$ cat src/rtl/core/itrd_pkg.sv
// Package for the integer to radix digit converter.
// Holds field widths, character constants, the cell control struct and the
// digit to ASCII mapping. No dependencies.
package itrd_pkg;

  localparam int RADIX_W = 6;
  localparam int DIGIT_W = 6;
  localparam int CHAR_W  = 7;

  localparam logic [RADIX_W-1:0] RADIX_MIN      = RADIX_W'(2);
  localparam logic [RADIX_W-1:0] RADIX_MAX      = RADIX_W'(36);
  localparam logic [DIGIT_W-1:0] DECIMAL_DIGITS = DIGIT_W'(10);
  localparam logic [CHAR_W-1:0]  CHAR_ZERO      = CHAR_W'(48);
  localparam logic [CHAR_W-1:0]  CHAR_A         = CHAR_W'(65);

  typedef logic [RADIX_W-1:0] radix_t;
  typedef logic [DIGIT_W-1:0] digit_t;
  typedef logic [CHAR_W-1:0]  char_t;

  typedef struct packed {
    logic clear;
    logic shift;
  } cell_ctl_t;

  function automatic char_t digit_to_char(input digit_t d);
    char_t c;
    if (d < DECIMAL_DIGITS) begin
      c = CHAR_ZERO + CHAR_W'(d);
    end else begin
      c = CHAR_A + CHAR_W'(d - DECIMAL_DIGITS);
    end
    return c;
  endfunction

endpackage

$ cat src/rtl/core/itrd_if.sv
// Valid/ready channel interfaces for the integer to radix digit converter.
// Depends on itrd_pkg for the radix and character types.
interface itrd_in_if #(parameter int VALUE_BITS = 31);
  logic                   valid;
  logic                   ready;
  logic [VALUE_BITS-1:0]  value;
  itrd_pkg::radix_t       radix;
  modport source (output valid, output value, output radix, input ready);
  modport sink   (input valid, input value, input radix, output ready);
endinterface

interface itrd_out_if;
  logic            valid;
  logic            ready;
  itrd_pkg::char_t digit_char;
  logic            last_digit;
  modport source (output valid, output digit_char, output last_digit, input ready);
  modport sink   (input valid, input digit_char, input last_digit, output ready);
endinterface

$ cat src/rtl/core/itrd_cell.sv
// One digit cell of the conversion chain: doubles its digit and adds the
// carry from below, reduces modulo the radix, and passes the carry upward.
// Depends on itrd_pkg.
module itrd_cell (
  input  logic                clk,
  input  logic                rst,
  input  itrd_pkg::cell_ctl_t ctl,
  input  itrd_pkg::radix_t    radix,
  input  logic                carry_in,
  input  logic                step_in,
  input  itrd_pkg::digit_t    digit_in,
  output logic                carry_out,
  output logic                step_out,
  output itrd_pkg::digit_t    digit
);
  import itrd_pkg::*;

  logic [DIGIT_W:0] sum;
  logic [DIGIT_W:0] diff;
  logic             ge;
  digit_t           digit_next;

  assign sum        = {digit, carry_in};
  assign diff       = sum - {1'b0, radix};
  assign ge         = sum >= {1'b0, radix};
  assign digit_next = ge ? diff[DIGIT_W-1:0] : sum[DIGIT_W-1:0];

  always_ff @(posedge clk) begin
    if (rst) begin
      step_out <= 1'b0;
    end else if (ctl.clear) begin
      step_out <= 1'b0;
    end else begin
      step_out <= step_in;
    end

    if (ctl.clear) begin
      digit     <= '0;
      carry_out <= 1'b0;
    end else if (ctl.shift) begin
      digit <= digit_in;
    end else if (step_in) begin
      digit     <= digit_next;
      carry_out <= ge;
    end
  end

endmodule

$ cat src/rtl/core/integer_to_radix_digits.sv
// Top level of the integer to radix digit converter: input control, the
// chain of digit cells and the character output register.
// Depends on itrd_pkg, itrd_if and itrd_cell.
//
//  channel  dir  payload                        beat
//  items    in   value[VALUE_BITS], radix[6]    one integer to convert
//  chars    out  digit_char[7], last_digit      one ASCII digit, MSD first
//
// Each beat is converted as the carry wavefront skews through the cell
// chain, then the cells are shifted out, leading zeros dropped one a cycle.
// Stalls on the output only lengthen the shift-out phase.
// Reset is synchronous and clears control state; the digits need none.
module integer_to_radix_digits #(
  parameter int VALUE_BITS = 31,
  parameter int MAX_DIGITS = 32
) (
  input logic clk,
  input logic rst,
  itrd_in_if.sink    items,
  itrd_out_if.source chars
);
  import itrd_pkg::*;

  localparam int CONV_CYCLES = VALUE_BITS + MAX_DIGITS - 1;
  localparam int TW          = $clog2(CONV_CYCLES + 1);
  localparam int RW          = $clog2(MAX_DIGITS + 1);

  typedef enum logic [1:0] {IDLE, CONV, EMIT} state_t;

  state_t                state;
  logic [TW-1:0]         tick;
  logic [RW-1:0]         remaining;
  logic                  started;
  logic [VALUE_BITS-1:0] value_sr;
  radix_t                radix;
  radix_t                radix_sat;
  logic                  out_valid;
  char_t                 out_char;
  logic                  out_last;

  cell_ctl_t cell_ctl;
  logic      carry [MAX_DIGITS+1];
  logic      step  [MAX_DIGITS+1];
  digit_t    digits [MAX_DIGITS+1];

  logic accept;
  logic out_free;
  logic skip;
  logic emit;
  logic at_last;
  digit_t top_digit;

  assign items.ready = (state == IDLE);
  assign accept      = items.valid && items.ready;
  assign out_free    = !out_valid || chars.ready;
  assign top_digit   = digits[MAX_DIGITS];
  assign at_last     = (remaining == RW'(1));
  assign skip        = (state == EMIT) && (top_digit == '0) && !started && !at_last;
  assign emit        = (state == EMIT) && !skip && out_free;

  always_comb begin
    if (items.radix < RADIX_MIN) begin
      radix_sat = RADIX_MIN;
    end else if (items.radix > RADIX_MAX) begin
      radix_sat = RADIX_MAX;
    end else begin
      radix_sat = items.radix;
    end
  end

  assign cell_ctl.clear = accept;
  assign cell_ctl.shift = skip || emit;

  assign carry[0]  = value_sr[VALUE_BITS-1];
  assign step[0]   = (state == CONV) && (tick < TW'(VALUE_BITS));
  assign digits[0] = '0;

  for (genvar i = 0; i < MAX_DIGITS; i++) begin : g_cell
    itrd_cell u_cell (
      .clk       (clk),
      .rst       (rst),
      .ctl       (cell_ctl),
      .radix     (radix),
      .carry_in  (carry[i]),
      .step_in   (step[i]),
      .digit_in  (digits[i]),
      .carry_out (carry[i+1]),
      .step_out  (step[i+1]),
      .digit     (digits[i+1])
    );
  end

  always_ff @(posedge clk) begin
    if (rst) begin
      state     <= IDLE;
      tick      <= '0;
      remaining <= '0;
      started   <= 1'b0;
      out_valid <= 1'b0;
    end else begin
      if (emit) begin
        out_valid <= 1'b1;
      end else if (chars.ready) begin
        out_valid <= 1'b0;
      end
      case (state)
        IDLE: begin
          if (accept) begin
            tick  <= '0;
            state <= CONV;
          end
        end
        CONV: begin
          tick <= tick + TW'(1);
          if (tick == TW'(CONV_CYCLES - 1)) begin
            remaining <= RW'(MAX_DIGITS);
            started   <= 1'b0;
            state     <= EMIT;
          end
        end
        EMIT: begin
          if (skip || emit) begin
            remaining <= remaining - RW'(1);
          end
          if (emit) begin
            started <= 1'b1;
            if (at_last) begin
              state <= IDLE;
            end
          end
        end
        default: begin
          state <= IDLE;
        end
      endcase
    end

    if (accept) begin
      value_sr <= items.value;
      radix    <= radix_sat;
    end else if (step[0]) begin
      value_sr <= {value_sr[VALUE_BITS-2:0], 1'b0};
    end

    if (emit) begin
      out_char <= digit_to_char(top_digit);
      out_last <= at_last;
    end
  end

  assign chars.valid      = out_valid;
  assign chars.digit_char = out_char;
  assign chars.last_digit = out_last;

  a_last_ends_item: assert property (@(posedge clk) disable iff (rst)
    emit && at_last |=> (state == IDLE) && out_last)
    else $error("Final digit did not end the item.");

  a_char_range: assert property (@(posedge clk) disable iff (rst)
    out_valid |-> (out_char >= CHAR_ZERO && out_char <= CHAR_ZERO + CHAR_W'(9)) ||
                  (out_char >= CHAR_A && out_char <= CHAR_A + CHAR_W'(25)))
    else $error("Output character outside the digit set.");

  a_emit_count: assert property (@(posedge clk) disable iff (rst)
    (state == EMIT) |-> (remaining != '0))
    else $error("Shift-out ran past the last cell.");

  a_shift_only_emit: assert property (@(posedge clk) disable iff (rst)
    cell_ctl.shift |-> (state == EMIT) && !step[MAX_DIGITS-1])
    else $error("Cells shifted while a conversion was in flight.");

  a_no_overwrite: assert property (@(posedge clk) disable iff (rst)
    out_valid && !chars.ready |=> out_valid && $stable(out_char))
    else $error("Pending character was overwritten.");

endmodule
$ cat src/flat_wrapper.sv
// flat-port wrapper written by rule: the top's interface ports become plain ports
module integer_to_radix_digits_flat import itrd_pkg::*;
#(
  parameter int VALUE_BITS = 31,
  parameter int MAX_DIGITS = 32
)
  (clk, rst, items_valid, items_value, items_radix, items_ready, chars_valid, chars_digit_char, chars_last_digit, chars_ready);
  itrd_in_if #(.VALUE_BITS(VALUE_BITS)) items_i ();
  itrd_out_if chars_i ();
  input logic clk;
  input logic rst;
  input wire logic [$bits(items_i.valid)-1:0] items_valid;
  input wire logic [$bits(items_i.value)-1:0] items_value;
  input wire logic [$bits(items_i.radix)-1:0] items_radix;
  output wire logic [$bits(items_i.ready)-1:0] items_ready;
  output wire logic [$bits(chars_i.valid)-1:0] chars_valid;
  output wire logic [$bits(chars_i.digit_char)-1:0] chars_digit_char;
  output wire logic [$bits(chars_i.last_digit)-1:0] chars_last_digit;
  input wire logic [$bits(chars_i.ready)-1:0] chars_ready;
  assign items_i.valid = items_valid;
  assign items_i.value = items_value;
  assign items_i.radix = items_radix;
  assign items_ready = items_i.ready;
  assign chars_valid = chars_i.valid;
  assign chars_digit_char = chars_i.digit_char;
  assign chars_last_digit = chars_i.last_digit;
  assign chars_i.ready = chars_ready;
  integer_to_radix_digits #(.VALUE_BITS(VALUE_BITS), .MAX_DIGITS(MAX_DIGITS)) u_core (.clk(clk), .rst(rst), .items(items_i), .chars(chars_i));
endmodule
$ cat config.mk
export PLATFORM = sky130hd
export DESIGN_NAME = integer_to_radix_digits_flat
export DESIGN_NICKNAME = d
export VERILOG_FILES = /design/src/rtl/core/itrd_pkg.sv /design/src/rtl/core/itrd_if.sv /design/src/rtl/core/itrd_cell.sv /design/src/rtl/core/integer_to_radix_digits.sv /design/src/flat_wrapper.sv
export SDC_FILE = /design/constraint.sdc
export NUM_CORES = 1
export LEC_CHECK = 0
export ABC_AREA = 0
export BUFFER_PORTS_ARGS = -buffer_cell sky130_fd_sc_hd__buf_2
export CAP_MARGIN = 20
export CORE_MARGIN = 2
export CORE_UTILIZATION = 40
export CTS_CLUSTER_DIAMETER = 120
export DETAILED_ROUTE_END_ITERATION = 6
export GPL_ROUTABILITY_DRIVEN = 0
export MAX_ROUTING_LAYER = met4
export SETUP_SLACK_MARGIN = 0.02
export SLEW_MARGIN = 40
export SYNTH_ARGS = -nofsm -noshare
export SYNTH_HDL_FRONTEND = slang
export SYNTH_SLANG_ARGS = --single-unit
$ cat constraint.sdc
create_clock -name clk -period 6.9 [get_ports clk]
set_clock_uncertainty 0.05 [all_clocks]
set_input_delay 0 -clock clk [delete_from_list [all_inputs] [get_ports clk]]
set_output_delay 0 -clock clk [all_outputs]
set_load 0.005 [all_outputs]
# Yosys cells after proc, flatten, opt, wreduce, memory -nomap -nowiden
# Cells that the tools add are included.
# op_classes
add_sub_neg	37
order_cmp	36
eq_ne	9
muxes	113
bitwise_logic	1
n_reduce_logical	88
# op_table
operator	n
6-bit two-way mux	98
7-bit by 6-bit greater-or-equal comparator with 1-bit output	32
6-bit subtractor	32
2-bit nonzero test	35
2-bit AND reduction	32
31-bit two-way mux	2
6-bit case mux with 2 select lines	2
2-bit two-way mux	4
6-bit by 6-bit adder with 7-bit output (first input constant)	1
7-bit adder (first input constant)	1
1-bit logical AND	7
7-bit two-way mux	1
6-bit by 4-bit subtractor with 7-bit output (second input constant)	1
6-bit by 1-bit adder with 6-bit output (second input constant)	1
6-bit by 1-bit == test with 1-bit output (second input constant)	1
6-bit == test (second input constant)	1
6-bit greater-than comparator (second input constant)	1
6-bit zero test	1
6-bit by 2-bit < comparator with 1-bit output (second input constant)	1
6-bit by 4-bit < comparator with 1-bit output (second input constant)	1
6-bit by 5-bit < comparator with 1-bit output (second input constant)	1
2-bit by 1-bit inequality test with 1-bit output (second input constant)	3
2-bit case mux with 3 select lines	1
3-bit AND reduction	2
other kinds (12)	22
# word_totals
register_bits	315
input_bits	41
output_inout_bits	10
word_cells	388

# Longest topological paths before layout
# logic_depth
depth_word	10
ltp_mapped	11
mapped_depth_nobuf	10

# Modules after synthesis
# Synthesis repeated with hierarchy kept, for this count alone.
# unflattened
cells_unflattened	2987
area_unflattened_um2	25618.3
# modules_own_cells
mod	n_inst	cells_each	area_per_inst_um2	seq_area_each_um2
itrd_cell	32	84	708.2	160.2
integer_to_radix_digits	1	299	2956.6	1671.6

# Least setup slack after synthesis
# Ideal clock, no wire load.
# synth_timing
kind	flip-flop to flip-flop
startpoint	register u_core.radix[1]
endpoint	register u_core.g_cell[0].u_cell.digit[0]
setup_time_ns	0.070
arrival_ns	4.076
t_required_ns	6.780
slack_ns	2.704
path_stages_with_launch	9
path_buffers	0
synth_period_minus_slack_ns	4.196
path_cell_list	edfxtp_1 inv_1 ha_1 nor2b_1 o31a_1 o31a_1 nor2_1 mux2_2 a21oi_1
# synth_via
elab_chain_cells	2
# synth_rtl
item	line_no	rtl
from (decl)	integer_to_radix_digits.sv:35	radix_t radix;
from (signal assigned)	integer_to_radix_digits.sv:140	radix <= radix_sat;
7-bit by 6-bit greater-or-equal comparator with 1-bit output	itrd_cell.sv:25	assign ge = sum >= {1'b0, radix};
6-bit two-way mux	itrd_cell.sv:26	assign digit_next = ge ? diff[DIGIT_W-1:0] : sum[DIGIT_W-1:0];
to (signal assigned)	itrd_cell.sv:41	digit <= digit_in;
to (signal assigned)	itrd_cell.sv:43	digit <= digit_next;
to (decl)	itrd_cell.sv:14	output itrd_pkg::digit_t digit
# Every way passes these cells.
# A chain may end at the register's enable or synchronous reset.

# Final worst setup path
# layout_timing
startpoint	register u_core.radix[1]
endpoint	register u_core.g_cell[22].u_cell.digit[1]
# layout_via
elab_chain_cells	4
elab_cells_between_ends	5
classes_between	add/sub: 1; order compare: 1; mux: 3
# layout_rtl
item	line_no	rtl
6-bit subtractor / 7-bit by 6-bit greater-or-equal comparator with 1-bit output (equally long branches)	itrd_cell.sv:24, itrd_cell.sv:25	
6-bit two-way mux *	itrd_cell.sv:26	
6-bit two-way mux *	itrd_cell.sv:42	end else if (step_in) begin
6-bit two-way mux *	itrd_cell.sv:40	end else if (ctl.shift) begin
to (signal assigned)	itrd_cell.sv:41	
to (signal assigned)	itrd_cell.sv:43	
to (decl)	itrd_cell.sv:14	
# Mark *: on every way between the ends. The rest lies on a longest branch, timed or not. The select of a mux whose other input is x is not followed.

==> impl_metrics.toml <==
[clock_network]
cts_hold_buffers = 41
clock-root-buffer = "clkbuf_16"
cts_tree = "done"
cts_resized = 0
cts_made_buffers = 39
postCtsSetupBuffers = 0
htreeDepth = 2
numClockSinks = 315
cts_buffer_depth = 3
clk_pin_slew_ns = 0.06
worstSkewPairLatency_ns = 0.57

[timing]
min_period_ns = 3.60
finalHoldViolations = 0
finalSetupViolCount = 0
rsz0062_at_grt = "false"
period_share = 0.521
clock.fmax_mhz = 278
setup_tns_ns = 0
tightest_slew_ns = 0.798
relSlewSlack = 0.462
slew_viol_final = 0

[power]
power.leakage_nw = 9.61
combPwrFrac = 0.145
vdd_drop_max_uv = 200
p_switching_w = 0.00132
seq_power_share = 0.396
p_total_w = 0.00490
p_int_w = 0.00357
cellPowerDensity_nw_per_um2 = 199
p_sw_frac = 0.270
clock_power_share = 0.458

[grt]
grt-ovfl-total = 0
antenna_found_initial = 1
grt_usage = 0.220
grt_pass1_wl_um = 101000
grt_pass1_vias = 19500
grt_max_degree = 166

[cells_and_area]
fillCellCount = 5164
multi_input_area_um2 = 14300
final_util = 0.454
area_growth_pct = 11.8
drive_gt1_frac = 0.0809
register_area_um2 = 6760
layout_commonest_cell = "a21oi_1"
nets = 2860
mostFrequentLayoutCells = "291 x a21oi_1, 270 x dfxtp_1, 251 x o21ai_0, 199 x ha_1, 193 x nand2_1"

[floorplan]
core_um2 = 54100
die_w_um = 239
io_pins = 51
start_util = 0.406
rows = 85
die_h_um = 239
die_area_um2 = 56900

[worst_setup_path]
cp_cell_sequence = "inv_4 -> buf_4 -> ha_1 -> nor2b_1 -> o21ba_2 -> o31a_1 -> nor2_1 -> mux2i_1 -> o31ai_1"
cpPeakStageDelay_ns = 0.59
start_kind = "flip-flop"
crit_path_end_kind = "flip-flop"
critPathKind = "flip-flop to flip-flop"
critical_path_buf_inv_count = 2
critPathMaxFanout = 35
path_delay_family = "buffers and inverters"
cp_slowest_cell = "buf_4"
cp_data_required_time_ns = 7.27
cp.arrival_ns = 3.97

[synth]
synth_area_leaders = "dfxtp_1 25%, ha_1 11%, a21oi_1 6.6%"
syn-cell-area_um2 = 22000
syn_inst = 2565
yosysTopAreaCell = "dfxtp_1"
ys_seq_elements = 315
async_flop_share = 0
avgSynthCellArea_um2 = 8.58
synth_edf_count = 45
ys.flop_type = "dfxtp_1"
synth_cell_type_count = 69
synth_fp_nets = 2837
ys_warn_count = 0
synth_top_area_frac = 0.246
yosysSeqAreaShare = 0.307

[route]
drt_first_pass_iters = 5
num_vias = 19800
postRouteAntennaNets = 0
route.detailed.drc = 0
via_per_inst = 5.97
routedWlPerCell_um = 18.5
drtIter0Drc = 1264
drt-total-wl_um = 61400

[min_path]
hp-class = "input port to flip-flop"

[placement]
dp_hpwl_um = 38900
portBuffers = 50

[job]
max_cap_violations = 0

[status]
status = "finished clean"
-- cells in the mapped netlist, drive strengths merged (13+ instances only) --
library cell / number
nand4: 40
a31oi: 58
o41ai: 13
xor2: 48
o31a: 37
a311oi: 29
inv: 110
o21a: 33
clkbuf: 75
a22o: 26
edfxtp: 45
o31ai: 25
a32oi: 31
and3: 26
nand2: 195
nor2b: 30
a21o: 41
o311ai: 33
nand2b: 31
dfxtp: 270
fa: 32
ha: 199
mux2: 17
xnor2: 48
o211ai: 40
nor3: 54
a21oi: 292
buf: 52
mux2i: 89
o21ai: 273
nor2: 150
-- kinds of logic after synthesis --
family | count (synthesis) | synth area share
compound gates | 999 | 0.295
simple gates | 571 | 0.122
buf+inv | 247 | 0.0470
fa+ha+maj | 231 | 0.142
xor+xnor | 96 | 0.0382
flops | 315 | 0.307
mux | 106 | 0.0492
-- worst reg2reg max path: stages, from the launching register on --
cell	delay (ns)
edfxtp_1	0.49
inv_4	0.56
buf_4	0.63
ha_1	0.35
nor2b_1	0.15
o21ba_2	0.20
o31a_1	0.33
nor2_1	0.37
mux2i_1	0.25
o31ai_1	0.08
-- state kept, by name (all words and copies together), names as in the netlist --
name and cells:
u_core.value_sr 31, u_core.g_cell.u_cell.digit 192, u_core.remaining 6, u_core.state 2
u_core.chars.valid 1, u_core.chars.digit_char 7, u_core.g_cell.u_cell.step_out 31, u_core.g_cell.u_cell.carry_out 31
u_core.started 1, u_core.chars.last_digit 1, u_core.radix 6, u_core.tick 6
-- final timing paths --
kind	slack [ns]	end	start	cells past startpoint
min reg2reg	0.44	u_core.g_cell[0].u_cell.digit[5]	u_core.g_cell[0].u_cell.digit[5]	2
max	3.30	u_core.g_cell[22].u_cell.digit[1]	u_core.radix[1]	9
max reg2reg	3.30	u_core.g_cell[22].u_cell.digit[1]	u_core.radix[1]	9
min	0.04	u_core.radix[1]	items_radix[1]	3
-- layout make-up --
type	count	area share
multi-input cells	2003	0.580
flip-flops and latches	315	0.275
clock buffers	51	0.0445
well taps	696	0.0354
repair buffers	109	0.0341
inverters	120	0.0185
clock inverters	21	0.0122
diodes	1	0.000102
-- power by group through the flow --
| stage | clock (W) | sequential (W) | combinational, W |
|---|---|---|---|
| 6_report | 0.00225 | 0.00194 | 0.000711 |
| 5_1_grt | 0.00235 | 0.00194 | 0.000790 |
| 4_1_cts | 0.00229 | 0.00194 | 0.000707 |
| 3_5_place_dp | 0 | 0.00198 | 0.000685 |
| 3_3_place_gp | 0 | 0.00198 | 0.000660 |
| 2_1_floorplan | 0 | 0.00197 | 0.000497 |
-- per-stage QoR --
step	hold WS [ns]	worst slack (ns)	std cells	area, µm²
after CTS	0.0102	3.18	3315	24600
after floorplan	0.117	2.70	2565	22000
final	0.0436	3.30	3316	24600
after global placement	0.208	3.22	3199	22700
after detailed placement	0.218	3.24	3202	22800
after global routing	0.0463	3.04	3315	24600
-- per-layer routing --
metal	track usage	vias to the layer above	part of all wire
li1	-	9686	-
met1	0.285	9583	0.47
met2	0.360	432	0.47
met3	0.0222	94	0.041
met4	0.0722	0	0.022
met5	-	-	0
(Power assumes the default switching activity.)
